File: config.mk
export PLATFORM = sky130hd
export DESIGN_NAME = mf3_col_cell
export DESIGN_NICKNAME = d
export VERILOG_FILES = /design/src/sv/mf3_pkg.sv /design/src/sv/mf3_col_cell.sv
export SDC_FILE = /design/constraint.sdc
export NUM_CORES = 1
export LEC_CHECK = 0
export CORE_MARGIN = 2
export CORE_UTILIZATION = 45
export DETAILED_ROUTE_END_ITERATION = 7
export DONT_BUFFER_PORTS = 1
export GPL_ROUTABILITY_DRIVEN = 0
export RECOVER_POWER = 25
export SLEW_MARGIN = 0
export SYNTH_ARGS = -nofsm -noshare
export SYNTH_HDL_FRONTEND = slang
export SYNTH_SLANG_ARGS = --single-unit
File: constraint.sdc
create_clock -name clock -period 0.8 [get_ports clock]
set_input_delay 0.24 -clock clock [delete_from_list [all_inputs] [get_ports clock]]
set_output_delay 0.24 -clock clock [all_outputs]
set_load 0.05 [all_outputs]
File: src/sv/mf3_pkg.sv
`default_nettype none

package mf3_pkg;

   // pixel and window geometry
   localparam int PIX_W       = 8;
   localparam int WIN_SIDE    = 3;
   localparam int WIN_CELLS   = 9;
   localparam int MEDIAN_RANK = 4;
   localparam int NET_IDX_W   = $clog2(WIN_CELLS);

   // counters and register fields
   localparam int ROW_W        = 12;
   localparam int IMG_W_W      = 11;
   localparam int IMG_H_W      = 13;
   localparam int HEIGHT_CAP   = 4096;
   localparam int IMG_W_RESET  = 1024;
   localparam int IMG_H_RESET  = 1024;
   localparam int MAX_LINE_DEF = 1024;

   // control register port
   localparam int CSR_IDX_W  = 2;
   localparam int CSR_DATA_W = 16;

   typedef enum logic [CSR_IDX_W-1:0] {
      REG_LINE_LEN   = 2'd0,
      REG_LINE_COUNT = 2'd1
   } csr_reg_type;

   typedef logic [PIX_W-1:0] pix_type;

   // one window column: element 0 is the oldest line, element 2 the current line
   typedef pix_type [WIN_SIDE-1:0] col_type;

   // full window, row-major, index 3*row + column
   typedef pix_type [WIN_CELLS-1:0] win_type;

   // per-item control that travels with the data
   typedef struct packed {
      logic emit;
      logic last;
   } tag_type;

   // median-of-nine exchange network, in dependency order
   localparam int NET_OPS = 19;
   localparam int SPLIT_A = 9;
   localparam int SPLIT_B = 15;

   localparam logic [NET_IDX_W-1:0] NET_LO [NET_OPS] = '{
      4'd1, 4'd4, 4'd7, 4'd0, 4'd3, 4'd6, 4'd1, 4'd4, 4'd7, 4'd0,
      4'd5, 4'd4, 4'd3, 4'd1, 4'd2, 4'd4, 4'd4, 4'd6, 4'd4
   };
   localparam logic [NET_IDX_W-1:0] NET_HI [NET_OPS] = '{
      4'd2, 4'd5, 4'd8, 4'd1, 4'd4, 4'd7, 4'd2, 4'd5, 4'd8, 4'd3,
      4'd8, 4'd7, 4'd6, 4'd4, 4'd5, 4'd7, 4'd2, 4'd4, 4'd2
   };

   // apply exchanges first .. stop-1; the smaller value lands on the NET_LO index
   function automatic win_type compare_exchange(win_type w_in, int first, int stop);
      win_type w;
      pix_type lo_v;
      pix_type hi_v;
      int      i;
      w = w_in;
      for (i = first; i < stop; i++) begin
         lo_v = w[NET_LO[i]];
         hi_v = w[NET_HI[i]];
         if (lo_v > hi_v) begin
            w[NET_LO[i]] = hi_v;
            w[NET_HI[i]] = lo_v;
         end
      end
      return w;
   endfunction

endpackage

`default_nettype wire

File: src/sv/mf3_col_cell.sv
`default_nettype none

module mf3_col_cell (
   input  wire logic             clock,
   input  wire logic             enable,
   input  wire mf3_pkg::col_type col_in,
   output      mf3_pkg::col_type col_out
);
   import mf3_pkg::*;

   col_type col_ff;

   // take the column from the right-hand neighbor on each shift
   always_ff @(posedge clock) begin
      if (enable) begin
         col_ff <= col_in;
      end
   end

   assign col_out = col_ff;

endmodule

`default_nettype wire

Word-level counts from Yosys, hierarchy flattened --
Index checks and enable logic that the tools add are counted.
Word-level totals: register bits 24, word-level logic and storage cells 3, input port bits 26, output and inout port bits 24

Logic depth before layout (Yosys ltp) --
depth after elaboration 0, gate-level depth with buffers 0, gate-level depth less buffers 0

Worst setup path after synthesis --
No wires, ideal clock.
path type flip-flop to output port, start register col_ff (netlist bit col_out[0]), end output port col_out[0] (netlist name), data required time 0.560 ns, arrival 0.601 ns, buffers on the path 0, cell stages (with the launch flop) 1, slack -0.041 ns, cells stage by stage edfxtp_1
RTL lines:
- start: declaration | line mf3_col_cell.sv:11 | col_type col_ff;
- start signal: assignment | line mf3_col_cell.sv:16 | col_ff <= col_in;
- end: declaration | line mf3_col_cell.sv:7 | output mf3_pkg::col_type col_out
No word-level cell between the ends.

Worst setup path after layout --
start register col_ff (netlist bit col_out[13]), end output port col_out[13] (netlist name)
No word-level cell between the ends.

==> flow_metrics.py <==
metrics = {
    "placed_design": {
        "portBuffers": 0,
    },
    "logic_synthesis": {
        "yosys.area_share.simple_pct": 0,
        "synth_fa_ha_area_share_pct": 0,
        "ys_types": 1,
        "synth.cell_area_um2": 721,
        "synth.area.mux_share_pct": 0,
        "synth_area_per_cell_um2": 30.0,
        "yosys_warnings": 0,
        "yosysSeqAreaShare_pct": 100,
        "synth_top_area_cell": "edfxtp_1",
        "synth-xor-area-share_pct": 0,
        "syn-num-nets": 50,
        "synth.area.top_cells": "edfxtp_1 100%",
        "synth_compound_area_share_pct": 0,
        "synthCells": 24,
        "synth_top_cell_area_share_pct": 100,
        "synth_seq_cells": 24,
    },
    "timing": {
        "fin_crit_ns": 1.19,
        "setup_viol": 24,
        "drv_slew": 0,
        "fin_crit_sh_pct": 149,
        "worst_slack_ns": -0.392,
        "rsz0062_at_grt": "yes",
        "worstMarginPinSlew_ns": 0.152,
        "fmax_mhz": 839,
        "final_hold_viol_count": 0,
        "tns_ns": -8.56,
        "slew_headroom_pct": 89.9,
    },
    "finish": {
        "layout.nets": 79,
        "seqCellArea_um2": 721,
        "largest_register_ff_count": 24,
        "diodes": 0,
        "layout-drive-gt1-share_pct": 53.8,
        "multi_input_area_um2": 0,
        "synthToLayoutAreaGrowth_pct": 76.7,
        "fillers": 67,
        "final_cell_mix": "24 x edfxtp_1, 24 x buf_12, 3 x clkbuf_4, 1 x bufinv_16",
        "comb.multi_input.count": 0,
    },
    "route": {
        "drtIter0Drc": 8,
        "dr.pass1.iters": 3,
        "wl_per_cell_um": 21.5,
        "drt-vias-per-instance": 5.13,
        "drc": 0,
        "ant_nets": 0,
        "vias": 349,
        "wirelength_um": 1460,
    },
    "clocking": {
        "cts_hold_buf": 0,
        "root_buffer": "clkbuf_4",
        "cts_resized": 0,
        "cts_made_buffers": 3,
        "clockBufferDepth": 2,
        "cts.clk_slew.worst_paths_ns": 0.13,
        "cts_tree": "yes",
        "cts_sinks": 24,
        "htree_levels": 1,
        "post_cts.repair.setup_buffers": 0,
    },
    "floorplan": {
        "initial_core_util_pct": 47.8,
        "die_w_um": 44.0,
        "rows": 14,
        "io_pins": 50,
        "dieArea_um2": 1940,
        "die_height_um": 44.0,
        "core-area_um2": 1510,
    },
    "run_status": {
        "violations": "setup timing",
        "status": "complete, but fails checks",
    },
    "global_route": {
        "grt_max_degree": 25,
        "grt-ovfl-total": 0,
        "antenna_found_initial": 0,
        "grt_pass1_vias": 356,
        "grt_use_total_pct": 15.8,
        "grt_pass1_wl_um": 1990,
    },
    "critical_path": {
        "critPathKind": "reg -> out",
        "path_buf_inv": 1,
        "path_cells": "buf_12",
        "cp-start-kind": "register",
        "critPathCaptureType": "output pin",
        "cp_max_fo": 1,
        "worstPathArrival_ns": 0.95,
        "slowest_delay_ns": 0.46,
        "crit_path_top_delay_cell": "edfxtp_1",
        "crit_family": "flip-flops",
        "cp.required_ns": 0.56,
    },
    "min_path": {
        "hp-class": "in -> reg",
    },
    "power": {
        "p_per_area_nw_per_um2": 2480,
        "p_leak_nw": 0.488,
        "p_seq_share_pct": 50.3,
        "p_total_mw": 3.16,
        "p_comb_share_pct": 23.1,
        "peakVddDrop_mv": 2.41,
        "internal_power_mw": 2.36,
        "swShare_pct": 25.4,
        "power.switching_mw": 0.801,
        "clockPowerShare_pct": 26.7,
    },
    "flow_run": {
        "max_cap_violations": 0,
    },
}
-- layout make-up --
type,instances,share of cell area [%]
Tap cell,16,1.57
Sequential cell,24,56.6
Clock buffer,3,1.77
Clock inverter,1,2.36
Timing Repair Buffer,24,37.7
-- per-stage QoR --
stage / std cells / hold slack, ns / worst slack, ns / instance area (µm²) / util (%)
floorplan: 24 / 0.339 / -0.0406 / 721 / -
global placement: 64 / 0.339 / -0.00832 / 1220 / 81.1
detailed placement: 64 / 0.339 / -0.0251 / 1220 / 81.1
CTS: 68 / 0.0111 / -0.408 / 1270 / 84.6
global route: 68 / 0.00542 / -0.421 / 1270 / 84.6
finish: 68 / 0.0179 / -0.392 / 1270 / 84.6
-- power by group through the flow --
| stage | Sequential [mW] | Clock [mW] | Combinational (mW) |
|---|---|---|---|
| after detailed placement | 1.61 | 0 | 0.733 |
| final | 1.59 | 0.842 | 0.729 |
| after CTS | 1.59 | 0.864 | 0.735 |
| after global placement | 1.61 | 0 | 0.730 |
| after floorplan | 1.90 | 0 | 0 |
| after global routing | 1.60 | 0.886 | 0.741 |
-- logic make-up (layout without fill, tap and decap cells) --
family	count (synthesis)	count (layout)
buffers and inverters	0	28
flip-flops	24	24
-- cell usage after synthesis, drive strengths merged --
master,number
edfxtp,24
-- worst paths after layout --
path	from	cells past startpoint	to
hold / removal	col_in[10]	0	col_out[10]
setup / recovery	col_out[13]	1	col_out[13]
-- layer usage --
metal / share of wire (%) / track usage, % / vias up / wire (µm)
li1: - / - / 153 / -
met1: 36 / 18.6 / 167 / 525
met2: 55 / 27.6 / 27 / 796
met3: 8.5 / 4.49 / 2 / 124
met4: 0.89 / 5.45 / 0 / 13
met5: 0 / 0 / - / 0
Note: power is estimated with default switching activity, not from simulation.
