File: config.mk
export PLATFORM = sky130hd
export DESIGN_NAME = mf3_median
export DESIGN_NICKNAME = d
export VERILOG_FILES = /design/src/sv/mf3_pkg.sv /design/src/sv/mf3_median.sv
export SDC_FILE = /design/constraint.sdc
export NUM_CORES = 1
export LEC_CHECK = 0
export BUFFER_PORTS_ARGS = -buffer_cell sky130_fd_sc_hd__buf_2
export CORE_AREA = 5 5 156 158
export DETAILED_ROUTE_END_ITERATION = 8
export DIE_AREA = 0 0 161 163
export PLACE_DENSITY_LB_ADDON = 0.15
export RECOVER_POWER = 25
export SLEW_MARGIN = 10
export SYNTH_ARGS = -nofsm -noshare
export SYNTH_HDL_FRONTEND = slang
export SYNTH_SLANG_ARGS = --single-unit
File: constraint.sdc
create_clock -name clock -period 9.4 [get_ports clock]
set_input_delay 0.94 -clock clock [delete_from_list [all_inputs] [get_ports clock]]
set_output_delay 0.94 -clock clock [all_outputs]
set_load 0.02 [all_outputs]
File: src/sv/mf3_pkg.sv
`default_nettype none

package mf3_pkg;

   // pixel and window geometry
   localparam int PIX_W       = 8;
   localparam int WIN_SIDE    = 3;
   localparam int WIN_CELLS   = 9;
   localparam int MEDIAN_RANK = 4;
   localparam int NET_IDX_W   = $clog2(WIN_CELLS);

   // counters and register fields
   localparam int ROW_W        = 12;
   localparam int IMG_W_W      = 11;
   localparam int IMG_H_W      = 13;
   localparam int HEIGHT_CAP   = 4096;
   localparam int IMG_W_RESET  = 1024;
   localparam int IMG_H_RESET  = 1024;
   localparam int MAX_LINE_DEF = 1024;

   // control register port
   localparam int CSR_IDX_W  = 2;
   localparam int CSR_DATA_W = 16;

   typedef enum logic [CSR_IDX_W-1:0] {
      REG_LINE_LEN   = 2'd0,
      REG_LINE_COUNT = 2'd1
   } csr_reg_type;

   typedef logic [PIX_W-1:0] pix_type;

   // one window column: element 0 is the oldest line, element 2 the current line
   typedef pix_type [WIN_SIDE-1:0] col_type;

   // full window, row-major, index 3*row + column
   typedef pix_type [WIN_CELLS-1:0] win_type;

   // per-item control that travels with the data
   typedef struct packed {
      logic emit;
      logic last;
   } tag_type;

   // median-of-nine exchange network, in dependency order
   localparam int NET_OPS = 19;
   localparam int SPLIT_A = 9;
   localparam int SPLIT_B = 15;

   localparam logic [NET_IDX_W-1:0] NET_LO [NET_OPS] = '{
      4'd1, 4'd4, 4'd7, 4'd0, 4'd3, 4'd6, 4'd1, 4'd4, 4'd7, 4'd0,
      4'd5, 4'd4, 4'd3, 4'd1, 4'd2, 4'd4, 4'd4, 4'd6, 4'd4
   };
   localparam logic [NET_IDX_W-1:0] NET_HI [NET_OPS] = '{
      4'd2, 4'd5, 4'd8, 4'd1, 4'd4, 4'd7, 4'd2, 4'd5, 4'd8, 4'd3,
      4'd8, 4'd7, 4'd6, 4'd4, 4'd5, 4'd7, 4'd2, 4'd4, 4'd2
   };

   // apply exchanges first .. stop-1; the smaller value lands on the NET_LO index
   function automatic win_type compare_exchange(win_type w_in, int first, int stop);
      win_type w;
      pix_type lo_v;
      pix_type hi_v;
      int      i;
      w = w_in;
      for (i = first; i < stop; i++) begin
         lo_v = w[NET_LO[i]];
         hi_v = w[NET_HI[i]];
         if (lo_v > hi_v) begin
            w[NET_LO[i]] = hi_v;
            w[NET_HI[i]] = lo_v;
         end
      end
      return w;
   endfunction

endpackage

`default_nettype wire

File: src/sv/mf3_median.sv
`default_nettype none

module mf3_median (
   input  wire logic             clock,
   input  wire logic             reset,
   input  wire logic             enable,
   input  wire mf3_pkg::win_type win,
   input  wire mf3_pkg::tag_type tag_in,
   output      mf3_pkg::pix_type median,
   output      mf3_pkg::tag_type tag_out
);
   import mf3_pkg::*;

   win_type win_a_ff;
   win_type win_b_ff;
   win_type win_c;
   pix_type median_ff;
   tag_type tag_a_ff;
   tag_type tag_b_ff;
   tag_type tag_c_ff;

   // last group of exchanges feeds the output register
   assign win_c = compare_exchange(win_b_ff, SPLIT_B, NET_OPS);

   // three network stages, frozen together while the output stalls
   always_ff @(posedge clock) begin
      if (enable) begin
         win_a_ff  <= compare_exchange(win, 0, SPLIT_A);
         win_b_ff  <= compare_exchange(win_a_ff, SPLIT_A, SPLIT_B);
         median_ff <= win_c[MEDIAN_RANK];
      end
   end

   // item tags follow the data
   always_ff @(posedge clock) begin
      if (reset) begin
         tag_a_ff <= '0;
         tag_b_ff <= '0;
         tag_c_ff <= '0;
      end else if (enable) begin
         tag_a_ff <= tag_in;
         tag_b_ff <= tag_a_ff;
         tag_c_ff <= tag_b_ff;
      end
   end

   assign median  = median_ff;
   assign tag_out = tag_c_ff;

endmodule

`default_nettype wire

=== Yosys cells after proc, flatten, opt, wreduce, memory -nomap -nowiden ===
Index checks and enable logic that the tools add are counted.

* Register bits after elaboration: 118
* Input port bits: 77
* Output and inout bits: 10
* Logic and storage cells: 69

* $lt $le $gt $ge: 19
* Mux-type cells: 30

{| class="wikitable"
|+ Operator list
! cell !! count
|-
| two-way mux 16 bit || 15
|-
| greater-than comparator 8 bit || 19
|-
| two-way mux 8 bit || 15
|}

=== Depth between registers and ports, before layout ===
* Depth in word-level cells: 8
* Mapped depth: 37
* Mapped depth without buffers: 33

=== Least setup slack after synthesis ===
OpenSTA, ideal clock, no wires.

* Kind: register to register
* Start point: register win_b_ff[33] (netlist name)
* End point: register median_ff[1], in the netlist median[1], data pin
* Library setup time: 276 ps
* Arrival time: 7036 ps
* Data required time: 9124 ps
* Slack: 2088 ps
* Cell stages (with the launch flop): 37
* Buffers on the path: 4
* Period minus slack after synthesis: 7312 ps
* Cell sequence: edfxtp_1 > ha_1 > nor2b_1 > o211ai_1 > a21oi_1 > o21ai_1 > clkbuf_1 > nand2_1 > o21ai_0 > ha_1 > nand4_1 > nor2_1 > a211oi_1 > or2_1 > buf_2 > clkbuf_1 > nand2_1 > o21ai_0 > ha_1 > a211oi_1 > nor2_1 > or3b_4 > nor3_1 > a21oi_2 > o41ai_4 > a21oi_4 > mux2_4 > ha_1 > nor2b_1 > o21ai_0 > nand3_1 > and2_1 > buf_1 > or3_1 > a211o_1 > o221ai_1 > a211oi_1

{| class="wikitable"
|+ RTL lines
! what !! line !! source
|-
| start, declared || mf3_median.sv:15 || <nowiki>win_type win_b_ff;</nowiki>
|-
| start signal, assigned || mf3_median.sv:29 || <nowiki>win_b_ff <= compare_exchange(win_a_ff, SPLIT_A, SPLIT_B);</nowiki>
|-
| end signal, assigned || mf3_median.sv:30 || <nowiki>median_ff <= win_c[MEDIAN_RANK];</nowiki>
|-
| end, declared || mf3_median.sv:17 || <nowiki>pix_type median_ff;</nowiki>
|}

==> flow_summary_export.csv <==
group,metric,value,unit
run_status,status,"finished with violations",
run_status,violations,"max-capacitance violations, max-slew violations",
sta,min_period_over_period,87.94,%
placement,port_buffers,86,
yosys,postSynthCellCount,1072,
yosys,synth.area.mux_share,13.25,%
worst_hold_path,hp-class,"reg -> reg",
yosys,async_flop_share,0,%
die,die_area,26240,sq um
critical_path,cp_num_buf_inv,0,
yosys,synth.distinct_cells,55,
clock_tree,hold_buffers,0,
placement,gp_congestion,0.9063,
yosys,yosysTopAreaCellShare,32.80,%
placement,dp_hpwl,18670,um
sta,setup_violations,0,
sta,rsz0062_at_grt,"false",
clock_tree,cts_root_buffer,"clkbuf_16",
yosys,synth_xor_area_share,0,%
global_routing,grt-ovfl-total,0,
clock_tree,cts_sinks,118,
critical_path,cp.required,9.63,ns
yosys,synth_edf_count,112,
clock_tree,cts_tree,"built",
sta,min_period,8.266,ns
die,coreArea,22980,sq um
global_routing,antenna_found_initial,0,
yosys,yosys_warnings,0,
drt,drtAntennaViolNets,0,
drt,dr.pass1.iters,5,
clock_tree,cts_resized,0,
layout,fillers,2161,
sta,tns,0,ns
yosys,synth-main-ff-cell,"edfxtp_1",
sta,drv_slew,56,
yosys,yosysMostFrequentCell,"ha_1",
global_routing,grt_max_degree,65,
global_routing,grt_pass1_vias,7628,
clock_tree,cts_setup_buffers,0,
critical_path,critPathKind,"reg -> reg",
yosys,ys_seq_area_share,33.97,%
drt,drt-total-wl,23160,um
critical_path,crit_top_cell,"ha_1",
yosys,syn-num-nets,1300,
yosys,yosys-top-cells-area,"edfxtp_1, ha_1, mux2i_1",
clock_tree,clkTransAtPathRegs,0.06,ns
yosys,synthesis.area,10250,sq um
layout,multi_input_area,6182,sq um
yosys,synth-compound-area-share,16.84,%
critical_path,cp_max_fo,30,
die,die_width,161,um
layout,ff_latch_area,3483,sq um
sta,finalHoldViolCount,0,
flow_run,maxCapViolations,1,
clock_tree,clk_path_buf_depth,2,
drt,drt_iter0_drc,379,
layout,diodes,0,
die,die_y,163,um
die,start_util,44.62,%
global_routing,grt_usage,18.13,%
clock_tree,clk_latency,0.42,ns
layout,nNetsFinal,1383,
layout,area_delta_synth_final,12.85,%
drt,vias_per_cell,5.357,
die,ios,87,
drt,vias,7810,
yosys,synth-simple-area-share,11.52,%
clock_tree,htreeDepth,4,
critical_path,crit_family,"compound AO/OA/AOI/OAI gates",
sta,worst_pin_slew,3.003,ns
clock_tree,cts_made_buffers,17,
sta,max-slew-margin-rel,-100.2,%
critical_path,critPathArrivalTime,8.50,ns
sta,max_freq,0.1210,GHz
critical_path,startpoint_type,"register",
critical_path,crit_path_top_delay_cell,"o41ai_2",
yosys,synth_top_family_by_area,"adder cells",
yosys,yosys.area.top_type,"edfxtp_1",
sta,fin_skew,0.01577,ns
yosys,synth-adder-area-share,18.42,%
drt,wire_per_inst,15.89,um
yosys,avgSynthCellArea,9.566,sq um
die,rows,56,
critical_path,critical-path-max-stage-delay,0.69,ns
critical_path,setup.worst_path.end_class,"register",
yosys,ys_seq_elements,118,
layout,drive_gt1_share,14.98,%
yosys,synth_common_cells,"ha_1, inv_1, edfxtp_1",
global_routing,grt_pass1_wl,37800,um
drt,drc,0,
## state kept, by name, indices dropped and copies added, names as in the netlist
register,cells
win_a_ff,72
win_b_ff,32
median,8
tag_a_ff,2
tag_b_ff,2
tag_out,2
## per-stage QoR
stage                     instances  utilization (%)  hold WS (ns)  area [sq um]  setup WS (ns)
final                          1458            50.35        0.4944         11570          1.134
after global placement         1426            47.87        0.4710         11000          1.015
after global routing           1458            50.35        0.5250         11570         0.3709
after detailed placement       1426            47.87        0.4844         11000         0.8474
after CTS                      1458            50.40        0.4995         11580         0.8366
after floorplan                1072                -        0.4601         10250          2.088
## tightest hold or removal path: stages, from the launching register on
cell	delay, ns
dfxtp_1	0.32
mux2i_1	0.06
nor2_1	0.07
## cells by family after synthesis
family | after synthesis
AND/OR/NAND/NOR | 243
multiplexers | 131
buffers and inverters | 158
flip-flops | 118
adder cells (fa/ha/maj) | 151
AO/OA/AOI/OAI | 271
## final cells by class
class / count / share of cell area, %
multi-input combinational: 796 / 53.42
clock buffer: 18 / 3.709
timing repair buffer: 94 / 4.163
tap: 290 / 3.135
inverter: 128 / 4.152
clock inverter: 14 / 1.319
sequential: 118 / 30.10
## path summary, 6_finish.rpt
check,from,endpoint,slack (ns),cells past startpoint
setup / recovery,win_b_ff[33],median[3],1.13,29
hold / removal,tag_b_ff[1],tag_b_ff[1],0.49,2
setup reg to reg,win_b_ff[33],median[3],1.13,29
hold reg to reg,tag_b_ff[1],tag_b_ff[1],0.49,2
## routing by layer
layer	vias to the layer above	GRT usage, %	routed length, um
met4	0	6.592	650
met5	-	0	0
met2	155	30.20	10770
li1	4071	-	-
met3	36	2.860	843
met1	3548	24.01	10900
## cells in the final DEF, fill, tap and decap left out, types with 8 or more instances in the layout
master     netlist  final
a21o_1          22     22
o21ai_0         67     67
clkbuf_1        19      8
edfxtp_1       112    112
mux2i_1         96     96
o22ai_1         16     15
o21a_1          35     35
a21oi_1         76     74
and3_1           9      9
nand2b_1        14     14
nand2_1         52     52
buf_2            6     79
inv_1          128    128
nor2b_1         24     24
and2_1          11     11
ha_1           151    151
clkbuf_16        0     17
o21ai_1         11     11
nand3_1         29     29
nor2_1          79     79
buf_4            2      8
nand4_1          8      8
mux2_2          34     34
Power is not shown: default switching activity piles up to over one toggle a cycle in this logic, so the estimate is an artifact.
